[config.mk]
export PLATFORM = sky130hd
export DESIGN_NAME = sstc_result_queue_flat
export DESIGN_NICKNAME = d
export VERILOG_FILES = /design/src/hdl/sstc_pkg.sv /design/src/hdl/sstc_if.sv /design/src/hdl/sstc_result_queue.sv /design/src/flat_wrapper.sv
export SDC_FILE = /design/constraint.sdc
export NUM_CORES = 1
export LEC_CHECK = 0
export ABC_AREA = 1
export BUFFER_PORTS_ARGS = -buffer_cell sky130_fd_sc_hd__buf_2
export CORE_MARGIN = 10
export CORE_UTILIZATION = 30
export DETAILED_ROUTE_END_ITERATION = 12
export GPL_TIMING_DRIVEN = 0
export PLACE_DENSITY_LB_ADDON = 0.3
export SLEW_MARGIN = 40
export SYNTH_ARGS = -nofsm -noshare
export SYNTH_HDL_FRONTEND = slang
export SYNTH_SLANG_ARGS = --single-unit
[constraint.sdc]
create_clock -name clk -period 1.9 [get_ports clk]
set_input_delay 0.38 -clock clk [delete_from_list [all_inputs] [get_ports clk]]
set_output_delay 0.38 -clock clk [all_outputs]
set_load 0.005 [all_outputs]
[src/hdl/sstc_pkg.sv]
// ----------------------------------------------------------------------------
// sstc_pkg: shared types and constants of the 3x3 sharpening stream
// Field widths, register indexes, filter modes, reset geometry and the
// result beat layout.
// ----------------------------------------------------------------------------
package sstc_pkg;

	localparam int PIX_W      = 8;
	localparam int ROW_W      = 16;
	localparam int COL_W      = 10;
	localparam int FWIDTH_W   = 11;
	localparam int CFG_IDX_W  = 2;
	localparam int CFG_DATA_W = 16;
	localparam int SLOT_N     = 3;
	localparam int SLOT_CNT_W = 2;

	localparam int DEF_MAX_WIDTH    = 1024;
	localparam int RESET_WIDTH      = 640;
	localparam int RESET_HEIGHT     = 480;
	localparam int DIAG_OFFSET      = 100;
	localparam int PIX_MAX          = 255;

	localparam logic [CFG_IDX_W-1:0] CFG_MODE   = 2'd0;
	localparam logic [CFG_IDX_W-1:0] CFG_WIDTH  = 2'd1;
	localparam logic [CFG_IDX_W-1:0] CFG_HEIGHT = 2'd2;

	localparam logic [1:0] MODE_LAPLACE  = 2'd0;
	localparam logic [1:0] MODE_HIGHPASS = 2'd1;
	localparam logic [1:0] MODE_DIAG     = 2'd2;

	typedef struct packed {
		logic row_ge1;
		logic row_ge2;
		logic col_ge1;
		logic col_ge2;
		logic col_last;
		logic row_last;
	} pos_t;

	typedef struct packed {
		logic [PIX_W-1:0] pixel_out;
		logic [ROW_W-1:0] out_row;
		logic [COL_W-1:0] out_col;
		logic             last_of_item;
		logic             frame_done;
	} result_t;

endpackage

[src/hdl/sstc_if.sv]


interface sstc_res_if;
	import sstc_pkg::*;

	logic             valid;
	logic             ready;
	logic [PIX_W-1:0] pixel_out;
	logic [ROW_W-1:0] out_row;
	logic [COL_W-1:0] out_col;
	logic             last_of_item;
	logic             frame_done;

	modport source (output valid, output pixel_out, output out_row, output out_col,
		output last_of_item, output frame_done, input ready);
	modport sink   (input valid, input pixel_out, input out_row, input out_col,
		input last_of_item, input frame_done, output ready);
endinterface


[src/hdl/sstc_result_queue.sv]
// ----------------------------------------------------------------------------
// sstc_result_queue: result register for up to three beats of one pixel
// Loads the ordered results of a pixel and hands them out one beat at a
// time; reports room when it is empty or its last beat is taken this cycle.
// ----------------------------------------------------------------------------
module sstc_result_queue (
	input  logic                            clk,
	input  logic                            arst_n,
	input  logic                            load,
	input  sstc_pkg::result_t               slots [sstc_pkg::SLOT_N],
	input  logic [sstc_pkg::SLOT_CNT_W-1:0] slot_cnt,
	output logic                            room,
	sstc_res_if.source                      results
);
	import sstc_pkg::*;

	result_t               res_q [SLOT_N];
	logic [SLOT_CNT_W-1:0] cnt_q;
	logic [SLOT_CNT_W-1:0] ptr_q;
	result_t               head;
	logic                  beat;

	assign results.valid = (ptr_q != cnt_q);
	assign beat          = results.valid & results.ready;
	assign room          = (ptr_q == cnt_q) || ((ptr_q + 2'd1 == cnt_q) && results.ready);

	always_ff @(posedge clk or negedge arst_n) begin
		if (!arst_n) begin
			cnt_q <= '0;
			ptr_q <= '0;
		end else if (load) begin
			cnt_q <= slot_cnt;
			ptr_q <= '0;
		end else if (beat) begin
			ptr_q <= ptr_q + 2'd1;
		end
	end

	always_ff @(posedge clk) begin
		if (load) begin
			for (int k = 0; k < SLOT_N; k++) begin
				res_q[k] <= slots[k];
			end
		end
	end

	always_comb begin
		case (ptr_q)
			2'd1:    head = res_q[1];
			2'd2:    head = res_q[2];
			default: head = res_q[0];
		endcase
	end

	assign results.pixel_out    = head.pixel_out;
	assign results.out_row      = head.out_row;
	assign results.out_col      = head.out_col;
	assign results.last_of_item = head.last_of_item;
	assign results.frame_done   = head.frame_done;

	a_ptr_bound: assert property (@(posedge clk) disable iff (!arst_n)
		ptr_q <= cnt_q)
		else $error("result pointer beyond loaded count");

	a_load_room: assert property (@(posedge clk) disable iff (!arst_n)
		load |-> room)
		else $error("results loaded over undelivered beats");

	a_last_tail: assert property (@(posedge clk) disable iff (!arst_n)
		(results.valid && results.last_of_item) |-> (ptr_q + 2'd1 == cnt_q))
		else $error("last_of_item not on final beat of a pixel");

	a_done_last: assert property (@(posedge clk) disable iff (!arst_n)
		(results.valid && results.frame_done) |-> results.last_of_item)
		else $error("frame_done without last_of_item");

endmodule

[src/flat_wrapper.sv]
// flat-port wrapper written by rule: the top's interface ports become plain ports
module sstc_result_queue_flat import sstc_pkg::*;
  (clk, arst_n, load, slots, slot_cnt, room, results_valid, results_pixel_out, results_out_row, results_out_col, results_last_of_item, results_frame_done, results_ready);
  sstc_res_if results_i ();
  input  logic clk;
  input  logic arst_n;
  input  logic load;
  input  sstc_pkg::result_t slots[sstc_pkg::SLOT_N];
  input  logic [sstc_pkg::SLOT_CNT_W-1:0] slot_cnt;
  output logic room;
  output wire logic [$bits(results_i.valid)-1:0] results_valid;
  output wire logic [$bits(results_i.pixel_out)-1:0] results_pixel_out;
  output wire logic [$bits(results_i.out_row)-1:0] results_out_row;
  output wire logic [$bits(results_i.out_col)-1:0] results_out_col;
  output wire logic [$bits(results_i.last_of_item)-1:0] results_last_of_item;
  output wire logic [$bits(results_i.frame_done)-1:0] results_frame_done;
  input wire logic [$bits(results_i.ready)-1:0] results_ready;
  assign results_valid = results_i.valid;
  assign results_pixel_out = results_i.pixel_out;
  assign results_out_row = results_i.out_row;
  assign results_out_col = results_i.out_col;
  assign results_last_of_item = results_i.last_of_item;
  assign results_frame_done = results_i.frame_done;
  assign results_i.ready = results_ready;
  sstc_result_queue u_core (.clk(clk), .arst_n(arst_n), .load(load), .slots(slots), .slot_cnt(slot_cnt), .room(room), .results(results_i));
endmodule
# Word level (Yosys, flattened, before mapping)
# Memories as Yosys holds them, arrays and structs flattened.
# Cells that the tools add are included.
dict set report word_totals {
  register_bits 4
  latch_bits 0
  ram_bits 108
  rom_bits 0
  input_bits 114
  out_inout_bits 38
  word_cells 18
  mem_count 1
}
# memory depth word_bits read_ports rd_clocked_by_memory_dff wr line_no
set mem_list {}
lappend mem_list {u_core.res_q 3 36 3 0 3 sstc_result_queue.sv:17} ;# result_t res_q [SLOT_N];
dict set report classes {
  add_sub_neg 1
  mul 0
  div 0
  magnitude_cmp 0
  n_eq_ne 5
  shifts 0
  n_mux 5
  bitwise 1
  reduce_logical 3
}
# op count
set ops {}
lappend ops {{$pmux W36 S2} 1}
lappend ops {{$eq A2 B2 Y1} 2}
lappend ops {{$mux W2} 2}
lappend ops {{$add A2 B1 Y2 const B} 1}
lappend ops {{$eq A2 B1 Y1 const B} 1}
lappend ops {{$eq A2 B2 Y1 const B} 1}
lappend ops {{$mux W1} 2}
lappend ops {{$ne A2 B2 Y1} 1}
lappend ops {{$reduce_bool A2 Y1} 1}
lappend ops {{$and A1 B1 Y1} 1}
lappend ops {{$logic_and A1 B1 Y1} 1}
lappend ops {{$logic_or A1 B1 Y1} 1}

# Logic depth before layout (Yosys ltp)
dict set report depth {
  ltp_word 4
  depth_mapped 7
  depth_no_buf 7
}

# Worst setup path after synthesis
# No wires, ideal clock.
dict set report synth_path {
  path_type {register -> output}
  start {register u_core.ptr_q[0]}
  end {output port results_frame_done}
  t_arrival_ns 1.224
  t_required_ns 1.520
  slack_ns 0.296
  path_stages_with_launch 7
  n_path_buf 2
  path_cell_list {dfrtp_1 > inv_2 > ha_1 > buf_6 > buf_8 > a21oi_1 > a21oi_2}
}
dict set report synth_between {
  elab_chain_len 2
  elab_cells_between_ends 3
  classes_between {eq/ne: 2; mux: 1}
}
# element line_no
set synth_rtl {}
lappend synth_rtl {{start, declared} sstc_result_queue.sv:19} ;# logic [SLOT_CNT_W-1:0] ptr_q;
lappend synth_rtl {{start signal, assigned} sstc_result_queue.sv:35} ;# ptr_q <= ptr_q + 2'd1;
lappend synth_rtl {{$eq A2 B2 Y1 / $eq A2 B1 Y1 (equally long branches)} sstc_result_queue.sv:48} ;# case (ptr_q)
lappend synth_rtl {{$pmux W36 S2 (*)} sstc_result_queue.sv:48}
lappend synth_rtl {{end, declared} flat_wrapper.sv:16} ;# output wire logic [$bits(results_i.frame_done)-1:0] results_frame_done;
# Mark *: on every way between the ends. The rest lies on a longest branch, timed or not.

# Worst setup path after layout
dict set report layout_path {
  start {register u_core.ptr_q[1]}
  end {output port room}
}
dict set report layout_between {
  elab_chain_len 4
  elab_cells_between_ends 5
  classes_between {add/sub: 1; eq/ne: 2; reduce/logical: 2}
}
# element line_no
set layout_rtl {}
lappend layout_rtl {{$add A2 B1 Y2} sstc_result_queue.sv:25} ;# assign room = (ptr_q == cnt_q) || ((ptr_q + 2'd1 == cnt_q) && results.ready);
lappend layout_rtl {{$eq A2 B2 Y1} sstc_result_queue.sv:25}
lappend layout_rtl {{$logic_and A1 B1 Y1} sstc_result_queue.sv:25}
lappend layout_rtl {{$logic_or A1 B1 Y1 (*)} sstc_result_queue.sv:25}
lappend layout_rtl {{end, declared} flat_wrapper.sv:10} ;# output logic room;
# Marks and branches as above.

==> metrics.cfg <==
[timing]
period_needed_ps = 2100
rsz0062_at_grt = yes
final.setup.worst_slack_ps = -202
final-max-slew-violation-count = 0
post-route-period-util = 1.11
tightest_slew_ps = 411
hold_viol = 0
fin_skew_ps = 0.952
max_freq_mhz = 476
hold_slack_ps = 196
maxSlewHeadroom = 0.726
setup_viol = 37

[detailed_routing]
vias_per_cell = 4.43
vias = 2992
drt_iter0_drc = 115
wl_per_cell_um = 17.7
drc = 0
first_pass_iters = 4
ant_nets = 0
wirelength_um = 11900

[clock_network]
cts_num_sinks = 112
worstSkewPairLatency_ps = 350
cts_max_level = 3
path_clk_slew_ps = 80
ctsLongestPathBuffers = 2
cts_made_buffers = 9
cts-root-buf = clkbuf_16
cts_tree = yes

[logic_synthesis]
synthCells = 302
ys_seq_elements = 112
yosysTopAreaCellShare = 0.710
synth_fp_nets = 418
ys_types = 21
synth_edf_count = 108
syn-cell-area_mm2 = 0.00457
synth.cells.most_frequent = 108 x edfxtp_1, 50 x a21oi_2, 46 x nand2_1
yosysMostFrequentCell = edfxtp_1
synthArstFlopShare = 0.0357
synthTopCellsByArea = edfxtp_1 71%, a21oi_2 9.6%, nand2_1 3.8%
yosysTopAreaCell = edfxtp_1
ys.flop_type = edfxtp_1
syn_avg_cell_area_um2 = 15.1
synth_seq_area_share = 0.732
yosys_warnings = 0

[pwr]
power_leakage_nw = 2.49
p_per_area_mw_per_mm2 = 1060
ir_drop_v = 0.000566

[setup_path]
slowest_stage = dfrtp_2
crit_family = flip-flops
crit_arrival_ps = 1720
worst_r2r_startpoint = u_core.ptr_q[1]$_DFFE_PN0P_
reg2reg_depth = 5
path_cells = ha_4, inv_4, clkbuf_16, nand2_4, nand3_2, o21ai_2, buf_2
slowest_delay_ps = 440
path_buf_inv = 3
rrSetupSlack_ps = 660
regToRegEndpoint = u_core.ptr_q[1]$_DFFE_PN0P_
crit_fanout = 4
critPathKind = reg2out
critPathLaunchType = flip-flop
critPathRequiredTime_ps = 1520
end_kind = output port

[placement]
dp_hpwl_um = 8170
pre_cts_ws_ps = -2.76
io_buffers = 151
gp_congestion = 0.734

[global_route]
grt_pass1_vias = 3172
grt_overflow = 0
grt_start_max_net_pins = 60
track_usage = 0.111
antenna_found_initial = 0
grt_pass1_wl_um = 17500

[run_status]
failed_checks = setup timing
status = finished with violations

[floorplan]
initial_utilization = 0.304
die_x_um = 143
io_pins = 152
die_h_um = 143
core_mm2 = 0.0150
fp-row-count = 45
die_area_mm2 = 0.0206

[min_path]
hold_path_startpoint = slots[47]
hold_depth = 1
hold_path_class = in2reg
hold_end = u_core.res_q[0][47]$_DFFE_PP_

[final_layout]
nets = 598
final_util = 0.427
diodes = 0
syn2layout_area_growth_pct = 40.5
drive_gt1_frac = 0.632

[run]
maxCapViolCount = 0

[power by group]
part / internal, mW / total, mW / switching (mW)
Sequential: 2.93 / 3.00 / 0.0776
Clock: 1.19 / 2.11 / 0.917
Combinational: 0.846 / 1.71 / 0.865
Total: 4.96 / 6.82 / 1.86
[layout by cell type, fill, tap and decap left out]
cell type,n
nand3_2,1
nor2_2,17
buf_12,10
dfrtp_2,1
nand2_4,2
clkinv_8,1
buf_6,5
inv_1,3
ha_4,2
buf_2,151
a21oi_2,66
a21oi_1,4
nand4_1,2
nand3_1,2
o21ai_2,1
inv_4,1
dfrtp_1,3
dlygate4sd3_1,1
inv_2,2
nor2_4,10
buf_4,9
nand2_1,45
inv_6,2
buf_8,4
edfxtp_1,108
buf_16,2
bufinv_16,2
a21oi_4,2
nand2_2,3
inv_8,1
clkinv_4,1
clkbuf_16,12
o21ai_0,2
nor2_1,9
[final cells by class]
class,count,area (µm²)
Fill cell,1407,8610
Sequential cell,112,3340
Multi-Input combinational cell,168,1190
Timing Repair Buffer,169,1000
Buffer,16,275
Tap cell,188,235
Clock buffer,9,225
Clock inverter,7,114
Inverter,6,25.0
[state kept, by name, indices dropped and copies added, names as in the netlist]
signal        count
u_core.res_q    108
u_core.ptr_q      2
u_core.cnt_q      2
[worst reg2reg max path: cells and delay by family (launching register included)]
family                     cells  cell delay (ps)
adders and majority gates      1              310
buffers and inverters          2              220
DFF                            1              440
and+or+nand+nor                2              160
[repair_timing]
action | in CTS | in global routing
pin swaps | 2 | 3
cloned | 1 | 4
setup buffers | 10 | 1
hold buffers | 1 | 0
hold endpoints to repair | 4 | 0
setup endpoints to repair | 37 | 37
gates resized for setup | 44 | 26
[layer usage]
layer / part of all wire / vias to the layer above / global-route usage / wire [µm]
met4: 0.0039 / 0 / 0.0236 / 46
met3: 0.077 / 7 / 0.0479 / 922
met1: 0.45 / 1425 / 0.144 / 5420
met2: 0.46 / 111 / 0.170 / 5550
met5: 0 / - / 0 / 0
li1: - / 1449 / - / -
[worst max-delay path by stage]
stage	from	endpoint	slack, ps	depth (start not counted)
floorplan	u_core.ptr_q[0]$_DFFE_PN0P_	results_frame_done	300	6
global placement	load	u_core.ptr_q[1]$_DFFE_PN0P_	-920	4
detailed placement	u_core.ptr_q[0]$_DFFE_PN0P_	results_pixel_out[0]	-3	8
CTS	u_core.ptr_q[1]$_DFFE_PN0P_	results_out_row[0]	-210	6
global route	u_core.ptr_q[0]$_DFFE_PN0P_	results_out_row[9]	-270	7
finish	u_core.ptr_q[1]$_DFFE_PN0P_	room	-200	7
[logic make-up after synthesis]
logic type                 after synthesis  share of synthesized area
DFF                                    112                      0.732
and+or+nand+nor                         91                     0.0910
AOI/OAI and AO/OA                       75                      0.123
buffers and inverters                   22                     0.0482
adders and majority gates                2                    0.00548
[through the flow]
step / cell area (µm²) / total power [mW] / cells / TNS, ps
after floorplan: 4570 / 3.79 / 302 / 0
after global placement: 5560 / 4.38 / 641 / -76790
after detailed placement: 5600 / 4.41 / 642 / -7.38
after CTS: 6230 / 6.77 / 670 / -6650
after global routing: 6420 / 7.17 / 675 / -9180
final: 6420 / 6.82 / 675 / -5900
Note: power is estimated with default switching activity, not from simulation.
