### src/hdl/sstc_pkg.sv
// ----------------------------------------------------------------------------
// sstc_pkg: shared types and constants of the 3x3 sharpening stream
// Field widths, register indexes, filter modes, reset geometry and the
// result beat layout.
// ----------------------------------------------------------------------------
package sstc_pkg;

	localparam int PIX_W      = 8;
	localparam int ROW_W      = 16;
	localparam int COL_W      = 10;
	localparam int FWIDTH_W   = 11;
	localparam int CFG_IDX_W  = 2;
	localparam int CFG_DATA_W = 16;
	localparam int SLOT_N     = 3;
	localparam int SLOT_CNT_W = 2;

	localparam int DEF_MAX_WIDTH    = 1024;
	localparam int RESET_WIDTH      = 640;
	localparam int RESET_HEIGHT     = 480;
	localparam int DIAG_OFFSET      = 100;
	localparam int PIX_MAX          = 255;

	localparam logic [CFG_IDX_W-1:0] CFG_MODE   = 2'd0;
	localparam logic [CFG_IDX_W-1:0] CFG_WIDTH  = 2'd1;
	localparam logic [CFG_IDX_W-1:0] CFG_HEIGHT = 2'd2;

	localparam logic [1:0] MODE_LAPLACE  = 2'd0;
	localparam logic [1:0] MODE_HIGHPASS = 2'd1;
	localparam logic [1:0] MODE_DIAG     = 2'd2;

	typedef struct packed {
		logic row_ge1;
		logic row_ge2;
		logic col_ge1;
		logic col_ge2;
		logic col_last;
		logic row_last;
	} pos_t;

	typedef struct packed {
		logic [PIX_W-1:0] pixel_out;
		logic [ROW_W-1:0] out_row;
		logic [COL_W-1:0] out_col;
		logic             last_of_item;
		logic             frame_done;
	} result_t;

endpackage

### src/hdl/sstc_window.sv
// ----------------------------------------------------------------------------
// sstc_window: 3x3 neighbourhood, filter and result slot builder
// Holds the two older window columns, forms the new column from the line
// store and the pixel, filters the centre and orders the results of a pixel.
// ----------------------------------------------------------------------------
module sstc_window (
	input  logic                         clk,
	input  logic                         arst_n,
	input  logic                         advance,
	input  logic [1:0]                   mode,
	input  sstc_pkg::pos_t               pos,
	input  logic [sstc_pkg::ROW_W-1:0]   row,
	input  logic [sstc_pkg::COL_W-1:0]   col,
	input  logic [sstc_pkg::PIX_W-1:0]   top_new,
	input  logic [sstc_pkg::PIX_W-1:0]   mid_new,
	input  logic [sstc_pkg::PIX_W-1:0]   pix,
	output sstc_pkg::result_t            slots [sstc_pkg::SLOT_N],
	output logic [sstc_pkg::SLOT_CNT_W-1:0] slot_cnt
);
	import sstc_pkg::*;

	logic [PIX_W-1:0] win_q [3][2];

	logic [PIX_W-1:0] ul, up, ur, lf, cc, rt, dl, dn, dr;
	logic [PIX_W+1:0] sum4, c4, mag0;
	logic [PIX_W+3:0] c9, sum8, mag1;
	logic [PIX_W-1:0] d_diag, d_vert;
	logic [PIX_W+1:0] mag2;
	logic [PIX_W+3:0] mag;
	logic [PIX_W-1:0] filt;
	logic             has_a, has_b, has_c;
	result_t          res_a, res_b, res_c;

	always_ff @(posedge clk or negedge arst_n) begin
		if (!arst_n) begin
			for (int r = 0; r < 3; r++) begin
				win_q[r][0] <= '0;
				win_q[r][1] <= '0;
			end
		end else if (advance) begin
			win_q[0][0] <= win_q[0][1];
			win_q[1][0] <= win_q[1][1];
			win_q[2][0] <= win_q[2][1];
			win_q[0][1] <= top_new;
			win_q[1][1] <= mid_new;
			win_q[2][1] <= pix;
		end
	end

	assign ul = win_q[0][0];
	assign up = win_q[0][1];
	assign ur = top_new;
	assign lf = win_q[1][0];
	assign cc = win_q[1][1];
	assign rt = mid_new;
	assign dl = win_q[2][0];
	assign dn = win_q[2][1];
	assign dr = pix;

	always_comb begin
		sum4 = 10'(up) + 10'(lf) + 10'(rt) + 10'(dn);
		c4   = {cc, 2'b00};
		mag0 = (sum4 >= c4) ? sum4 - c4 : c4 - sum4;

		c9   = 12'({cc, 3'b000}) + 12'(cc);
		sum8 = 12'(ul) + 12'(up) + 12'(ur) + 12'(lf) + 12'(rt) + 12'(dl) + 12'(dn) + 12'(dr);
		mag1 = (c9 >= sum8) ? c9 - sum8 : sum8 - c9;

		d_diag = (ul >= cc) ? ul - cc : cc - ul;
		d_vert = (up >= lf) ? up - lf : lf - up;
		mag2   = 10'(d_diag) + 10'(d_vert) + 10'(DIAG_OFFSET);

		case (mode)
			MODE_LAPLACE:  mag = 12'(mag0);
			MODE_HIGHPASS: mag = mag1;
			MODE_DIAG:     mag = 12'(mag2);
			default:       mag = 12'(mag0);
		endcase
		filt = (mag > 12'(PIX_MAX)) ? PIX_W'(PIX_MAX) : mag[PIX_W-1:0];
	end

	always_comb begin
		logic [SLOT_CNT_W-1:0] n;

		has_a = pos.row_ge1 & pos.col_ge1;
		has_b = pos.row_ge1 & pos.col_last;
		has_c = pos.row_ge1 & pos.row_last;

		res_a.pixel_out    = (pos.row_ge2 && pos.col_ge2) ? filt : cc;
		res_a.out_row      = row - ROW_W'(1);
		res_a.out_col      = col - COL_W'(1);
		res_a.last_of_item = 1'b0;
		res_a.frame_done   = 1'b0;

		res_b.pixel_out    = mid_new;
		res_b.out_row      = row - ROW_W'(1);
		res_b.out_col      = col;
		res_b.last_of_item = 1'b0;
		res_b.frame_done   = 1'b0;

		res_c.pixel_out    = pix;
		res_c.out_row      = row;
		res_c.out_col      = col;
		res_c.last_of_item = 1'b0;
		res_c.frame_done   = 1'b0;

		for (int k = 0; k < SLOT_N; k++) begin
			slots[k] = '0;
		end
		n = '0;
		if (has_a) begin
			slots[n] = res_a;
			n = n + 2'd1;
		end
		if (has_b) begin
			slots[n] = res_b;
			n = n + 2'd1;
		end
		if (has_c) begin
			slots[n] = res_c;
			n = n + 2'd1;
		end
		if (n != '0) begin
			slots[2'(n - 2'd1)].last_of_item = 1'b1;
			slots[2'(n - 2'd1)].frame_done   = pos.row_last & pos.col_last;
		end
		slot_cnt = n;
	end

endmodule

### config.mk
export PLATFORM = sky130hd
export DESIGN_NAME = sstc_window
export DESIGN_NICKNAME = d
export VERILOG_FILES = /design/src/hdl/sstc_pkg.sv /design/src/hdl/sstc_window.sv
export SDC_FILE = /design/constraint.sdc
export NUM_CORES = 1
export LEC_CHECK = 0
export ABC_CLOCK_PERIOD_IN_PS = 7900
export BUFFER_PORTS_ARGS = -buffer_cell sky130_fd_sc_hd__buf_2
export CAP_MARGIN = 20
export CORE_UTILIZATION = 53
export DETAILED_ROUTE_END_ITERATION = 12
export HOLD_SLACK_MARGIN = 0.05
export PLACE_DENSITY = 0.88
export SLEW_MARGIN = 20
export SYNTH_ARGS = -nofsm -noshare
export SYNTH_HDL_FRONTEND = slang
export SYNTH_SLANG_ARGS = --single-unit
export TNS_END_PERCENT = 30
### constraint.sdc
create_clock -name clk -period 7.9 [get_ports clk]
set_input_delay 0.79 -clock clk [delete_from_list [all_inputs] [get_ports clk]]
set_output_delay 0.79 -clock clk [all_outputs]
set_load 0.02 [all_outputs]
Word-level counts from Yosys, hierarchy flattened:

Cells that the tools add are included.

* add/sub/neg operators: 26
* magnitude comparators: 11
* equal/unequal tests: 2
* multiplexer cells: 26
* bitwise logic cells: 7
* reduce and logical (&&, ||, !) cells: 5

Operator list (number)
* $bwmux W108: 4
* $mux W108: 3
* $demux W36 S2: 4
* $mux W36: 3
* $add A12 B8 Y12: 3
* $mux W8: 4
* $sub A8 B8 Y8: 4
* $add A8 B8 Y9: 3
* $add A11 B8 Y12: 2
* $pmux W12 S2: 1
* $sub A12 B12 Y12: 2
* $add A9 B8 Y10: 2
* $sub A10 B10 Y10: 2
* $ge A8 B8 Y1: 2
* $sub A16 B1 Y16 const B: 1
* $ge A12 B12 Y1: 1
* $gt A12 B8 Y1 const B: 1
* $mux W12: 1
* $add A10 B8 Y11: 1
* $add A10 B8 Y10: 1
* $add A9 B7 Y10 const B: 1
* $ge A10 B10 Y1: 1
* $mux W10: 1
* $sub A10 B1 Y10 const B: 1
* 12 further kinds: 28

* flip-flop bits (word level): 48
* bits of input ports: 61
* output and inout bits: 110
* word-level logic and storage cells: 83

Longest topological paths before layout:

Gate-level depths: netlist (run 1).

* word-level depth: 21
* depth in mapped cells: 31
* mapped depth without buffers: 28

Worst setup path before layout (run 1):

No wires, ideal clock.

* kind: input to output
* from: input port top_new[3] in the netlist's numbering
* to: output port slots[103] in the netlist's numbering
* data arrival time: 7.054 ns
* path slack: 0.056 ns
* cell stages on the path: 29
* path through: inv_1 fa_1 inv_1 fa_1 fa_1 inv_1 fa_1 inv_1 ha_1 a21o_1 a21oi_1 o21bai_1 a21oi_1 o21bai_1 a21oi_1 xnor2_1 inv_1 ha_1 clkbuf_1 a21o_1 o311ai_1 and3_1 buf_2 nor4_1 a211oi_1 nor4b_1 o21ai_1 a211oi_1 o21ai_0

RTL lines
* start, declared: line sstc_window.sv:14 `input logic [sstc_pkg::PIX_W-1:0] top_new,`
* end, declared: line sstc_window.sv:17 `output sstc_pkg::result_t slots [sstc_pkg::SLOT_N],`

==> results of run 1 <==
worst paths after layout:
path                       slack, ns    endpoint       start
max                             0.21  slots[103]  mid_new[3]
min                             0.32       dl[0]      arst_n
max reg2reg                     6.74       cc[2]       cc[2]
min reg2reg                     0.54       dl[0]       dl[0]
max in group asynchronous       6.74       up[3]      arst_n
min in group clk                0.54       dl[0]       dl[0]
cell type report:
cell class	count	area, um2
Multi-Input combinational cell	928	7670
Fill cell	1392	6020
Timing Repair Buffer	242	1430
Sequential cell	48	1200
Inverter	181	684
Tap cell	225	282
Clock buffer	6	129
Clock inverter	1	5.00
sequential cells by signal, indices dropped and copies added, names as in the netlist:
name  flops
lf        8
ul        8
up        8
dn        8
cc        8
dl        8
placed cells by master, fill, tap and decap left out, types with 6 or more instances in the layout:
| cell | instances |
|---|---|
| and2_1 | 44 |
| nor2_1 | 46 |
| nor4_1 | 10 |
| a22oi_1 | 10 |
| nor2b_1 | 10 |
| nand2b_1 | 11 |
| a211oi_1 | 6 |
| ha_1 | 110 |
| o31ai_1 | 22 |
| nor3_1 | 25 |
| buf_4 | 71 |
| a21oi_1 | 46 |
| buf_2 | 165 |
| xor2_1 | 14 |
| nand3_1 | 19 |
| o21a_1 | 14 |
| a31oi_1 | 6 |
| o21ai_0 | 111 |
| inv_1 | 176 |
| nand4_1 | 7 |
| o22ai_1 | 8 |
| nand3b_1 | 6 |
| a22o_1 | 10 |
| fa_1 | 70 |
| nand2_1 | 122 |
| a21o_1 | 17 |
| mux2i_1 | 17 |
| or3_1 | 9 |
| dfrtp_1 | 47 |
| o21bai_1 | 9 |
| mux2_2 | 14 |
| xnor2_1 | 31 |
logic make-up (layout without fill, tap and decap cells):
logic type	after synthesis	count (layout)	share of synthesized area [%]
compound gates	323	323	21.6
buf+inv	238	430	9.56
flops	48	48	12.6
fa+ha+maj	188	188	30.4
xor+xnor	47	47	4.32
mux	33	33	3.65
simple gates	337	337	17.9
timing repair:
action | CTS | global route
pin swaps | 17 | 33
buffers inserted | 2 | 8
endpoints found under the setup margin | 8 | 8
gates resized for setup | 17 | 48
metrics by stage:
step           cells  hold WS (ns)  area (um2)  setup TNS [ns]  utilization [%]
6_report        1631         0.318       11400               0             65.5
4_1_cts         1623         0.319       11100               0             63.8
2_1_floorplan   1214         0.487        9530               0                -
3_3_place_gp    1614         0.502       10900          -0.847             62.6
3_5_place_dp    1614         0.530       10900           -2.14             62.6
5_1_grt         1631         0.328       11400         -0.0448             65.5
per-layer routing:
metal  part of all wire [%]  global-route usage [%]
met4                    2.9                    8.95
met1                     42                    44.3
met3                    8.1                    4.77
met2                     46                    49.2
met5                      0                       0
worst register-to-register path: cells and delay by family (launching register included):
family / cells / cell delay [ns]
compound gates: 1 / 0.24
buf+inv: 1 / 0.23
flops: 1 / 0.60
==> key figures, run 1 <==
Cells and area
  – Share of layout cells above drive strength 1: 22.8%
  – Final net count: 1,655
  – ANT cells: 0
  – Layout area overhead: 19.6%

STA
  – Post-Route Skew: 0.00425 ns
  – Least-Margin Pin Slew: 1.07 ns
  – Final Max Tran Viols: 0
  – Final Hold Viols: 0
  – Relative slew margins: 28.1%
  – Final setup viols: 0
  – Crit share post-route: 97.4%
  – Max Clk Rate: 0.130 GHz
  – RSZ-0062 raised after global routing: yes
  – Post-layout min period: 7.69 ns
  – PnR worst setup slack: 0.207 ns

GRT
  – Global route overflow: 0
  – First-pass GRT wire length: 46.0 mm
  – Vias in the first global route: 9,014
  – Initial antenna violation count: 0
  – Gr usage total: 31.3%
  – Largest net degree at the start of global routing: 89

Clocking
  – CTS clk-pin slew, worst paths: 0.06 ns
  – Post-CTS Hold Buffers: 0
  – # clock sinks: 48
  – CTS tree: yes
  – CTS max path bufs: 2
  – H-tree Lvls: 2
  – Clock Latency Late Sink: 0.29 ns
  – Root buf cell: clkbuf_16
  – Num CTS Buffers: 5

Yosys
  – Most common cell in the netlist: inv_1
  – Most area-consuming cells after synthesis: ha_1 (15%), fa_1 (15%), dfrtp_1 (13%)
  – Synth cell count leaders: inv_1 (181), nand2_1 (122), ha_1 (116), o21ai_0 (114), fa_1 (72)
  – Syn Inst Count: 1,214
  – Sequential area share after synthesis: 12.6%
  – Synth Register Bits: 48
  – EDFF count, synth: 0
  – Synth Warn #: 0
  – Leading register cell type out of synthesis: dfrtp_1
  – Post-Syn Area: 9530 um2
  – Async SR Flop Fraction: 100%
  – Avg Synthesized Cell Area: 7.85 um2
  – Netlist cell types: 67
  – Cell accounting for the most synthesized area: ha_1
  – Post-Syn Nets: 1,463
  – Post-synth top area share: 15.2%

Worst setup path
  – Worst Setup End Kind: output pin
  – Critical path peak fanout: 6
  – Worst Path Required: 7.11 ns
  – WP data arrival: 6.90 ns
  – Crit path launch type: input port
  – CP dominant cell by count: fa_1
  – CP max-delay cell: fa_1
  – Worst path bufs/invs: 9
  – R2R depth: 2
  – Max incr delay on CP: 0.55 ns
  – WS Path Type: in -> out
  – Worst path depth: 32
  – Crit-path leading delay family: adder cells

Placement
  – Post-DP HPWL: 23.5 mm
  – Placer congestion estimate: 0.953
  – Worst slack at placement: -0.330 ns
  – Port bufs: 170

Worst hold path
  – Hold crit path type: in -> async

Routing
  – Antenna Nets Post-Route: 0
  – Vias per cell: 6.02
  – Routed len/inst: 18.4 um
  – Total Wirelength: 29.9 mm
  – Pre-antenna DRT Iters: 5
  – DRC violations left: 0
  – Vias post-DR: 9,816
  – DRT iter0 DRCs: 1,070

Die
  – # rows: 48
  – Core area: 17,400 um2
  – Die width: 136 um
  – DIE HEIGHT: 136 um
  – Die area: 18,500 um2
  – # IOs: 171
  – Initial core utilization: 54.7%

Job
  – Max-Cap Viols: 0

Run status
  – Status: complete, no violations
Power of run 1 is left out: the tool's default activity adds up to more than one toggle a clock period on the data nets, which glitch-free logic cannot reach.
==> inputs of run 2 (changes only) <==
CORE_MARGIN = 2   (was unset)
RECOVER_POWER = 100   (was unset)
==> key figures, run 2 (synthesized netlist as in run 1, its figures left out) <==
Worst hold path
  – Hold crit path type: reg -> reg

STA
  – Post-Route Skew: 0.00919 ns (+0.00494 ns)
  – Crit share post-route: 98.6% (+1.2 points)
  – Post-layout min period: 7.79 ns (+0.0974 ns)
  – Final setup viols: 0 (unchanged)
  – PnR worst setup slack: 0.110 ns (-0.0974 ns)
  – Relative slew margins: -136% (-160 points)
  – Max Clk Rate: 0.128 GHz (-1.3%)
  – Final Hold Viols: 0 (unchanged)
  – Post-route setup TNS: 0 ns (unchanged)
  – Least-Margin Pin Slew: 3.54 ns (+2.46 ns)
  – Final Max Tran Viols: 172 (+172)

Clocking
  – # clock sinks: 48 (unchanged)
  – H-tree Lvls: 2 (unchanged)
  – CTS tree: yes
  – CTS clk-pin slew, worst paths: 0.06 ns (about the same)
  – CTS max path bufs: 2 (unchanged)
  – Root buf cell: clkbuf_16
  – Num CTS Buffers: 5 (unchanged)
  – Clock Latency Late Sink: 0.30 ns (about the same)

Worst setup path
  – Worst path bufs/invs: 10 (+1)
  – Crit-path leading delay family: compound AO/OA/AOI/OAI gates
  – CP dominant cell by count: fa_1
  – WS Path Type: in -> out
  – Crit path launch type: input port
  – Worst Setup End Kind: output pin
  – WP data arrival: 7.00 ns (+0.10 ns)
  – Critical path peak fanout: 6 (unchanged)
  – Max incr delay on CP: 0.54 ns (about the same)
  – Worst Path Required: 7.11 ns (about the same)
  – CP max-delay cell: fa_1

GRT
  – Vias in the first global route: 9,387 (+4.1%)
  – Initial antenna violation count: 0 (unchanged)
  – First-pass GRT wire length: 47.7 mm (+3.9%)
  – Gr usage total: 30.2% (-1.2 points)
  – Global route overflow: 0 (unchanged)
  – Largest net degree at the start of global routing: 89 (unchanged)

Cells and area
  – Commonest non-fill, non-tap cell in the layout: inv_1
  – ANT cells: 0 (unchanged)
  – Final Non-Filler Cells: 1,634 (+0.18%)
  – Final net count: 1,653 (-0.12%)
  – Share of layout cells above drive strength 1: 17.1% (-5.7 points)
  – Most frequent cells in the layout: inv_1 (176), nand2_1 (121), o21ai_0 (112), ha_1 (110), clkbuf_1 (88)
  – Cell area after layout: 11,300 um2 (-0.92%)
  – Fillcell total: 1,546 (+11%)
  – Layout area overhead: 18.5%

Die
  – # rows: 49 (+2.1%)
  – Core area: 17,800 um2 (+2.1%)
  – # IOs: 171 (unchanged)
  – Die area: 19,100 um2 (+3.0%)
  – Initial core utilization: 53.6% (-1.1 points)
  – Die width: 138 um (+1.5%)
  – DIE HEIGHT: 138 um (+1.5%)

Placement
  – Cell area after placement: 10,900 um2 (-0.16%)
  – Post-DP HPWL: 24.0 mm (+2.0%)
  – Cells after DPL: 1,615 (+0.062%)
  – Placer congestion estimate: 0.956 (+0.35%)
  – Port bufs: 170 (unchanged)
  – Worst slack at placement: -0.400 ns (-0.0699 ns)

Run status
  – Failing checks: capacitance limit, slew limit
  – Status: finished with violations

Routing
  – Vias post-DR: 9,809 (-0.071%)
  – DRT iter0 DRCs: 907 (-15%)
  – Vias per cell: 6.00 (-0.25%)
  – DRC violations left: 0 (unchanged)
  – Total Wirelength: 30.5 mm (+1.8%)
  – Pre-antenna DRT Iters: 5 (unchanged)
  – Antenna Nets Post-Route: 0 (unchanged)
  – Routed len/inst: 18.6 um (+1.6%)

Job
  – Max-Cap Viols: 3 (+3)
-- run 2: cell type report --
cell class	count	area [um2]	share of cell area [%]
flip-flops and latches	48	1200	10.7
inverters	181	682	6.04
repair buffers	240	1300	11.5
multi-input cells	928	7680	68.0
well taps	229	287	2.54
clock buffers	8	146	1.30
-- run 2: per-stage QoR --
| step | util, % | hold WS, ns |
|---|---|---|
| 3_5_place_dp | 61.2 | 0.542 |
| 4_1_cts | 62.5 | 0.556 |
| 3_3_place_gp | 61.2 | 0.508 |
| 5_1_grt | 63.5 | 0.567 |
| 2_1_floorplan | - | 0.487 |
| 6_report | 63.5 | 0.552 |
-- run 2: layer usage --
metal | GRT usage [%] | vias up | wire (um) | part of all wire (%)
met4 | 10.6 | 0 | 1160 | 3.8
met5 | 0 | - | 0 | 0
met2 | 48.3 | 514 | 14200 | 47
met3 | 4.71 | 96 | 2480 | 8.1
li1 | - | 4530 | - | -
met1 | 41.8 | 4669 | 12700 | 42
-- run 2: worst paths after layout --
kind / start / to / slack, ns / cells after the start
setup reg to reg: cc[2] / cc[2] / 6.73 / 2
hold / removal: dl[0] / dl[0] / 0.55 / 1
setup / recovery: mid_new[3] / slots[105] / 0.11 / 33
max in group asynchronous: arst_n / up[1] / 4.62 / 2
hold reg to reg: dl[0] / dl[0] / 0.55 / 1
min in group asynchronous: arst_n / up[2] / 1.49 / 2
-- run 2: repair_timing --
| action | in CTS | in global routing |
|---|---|---|
| setup buffers | 2 | 9 |
| pin swaps | 10 | 44 |
| hold buffers | 0 | 0 |
| gates cloned | 0 | 0 |
| endpoints found under the setup margin | 8 | 8 |
| hold endpoints to repair | 0 | 0 |
| gates resized for setup | 18 | 59 |
Power of run 2 is left out for the same reason.
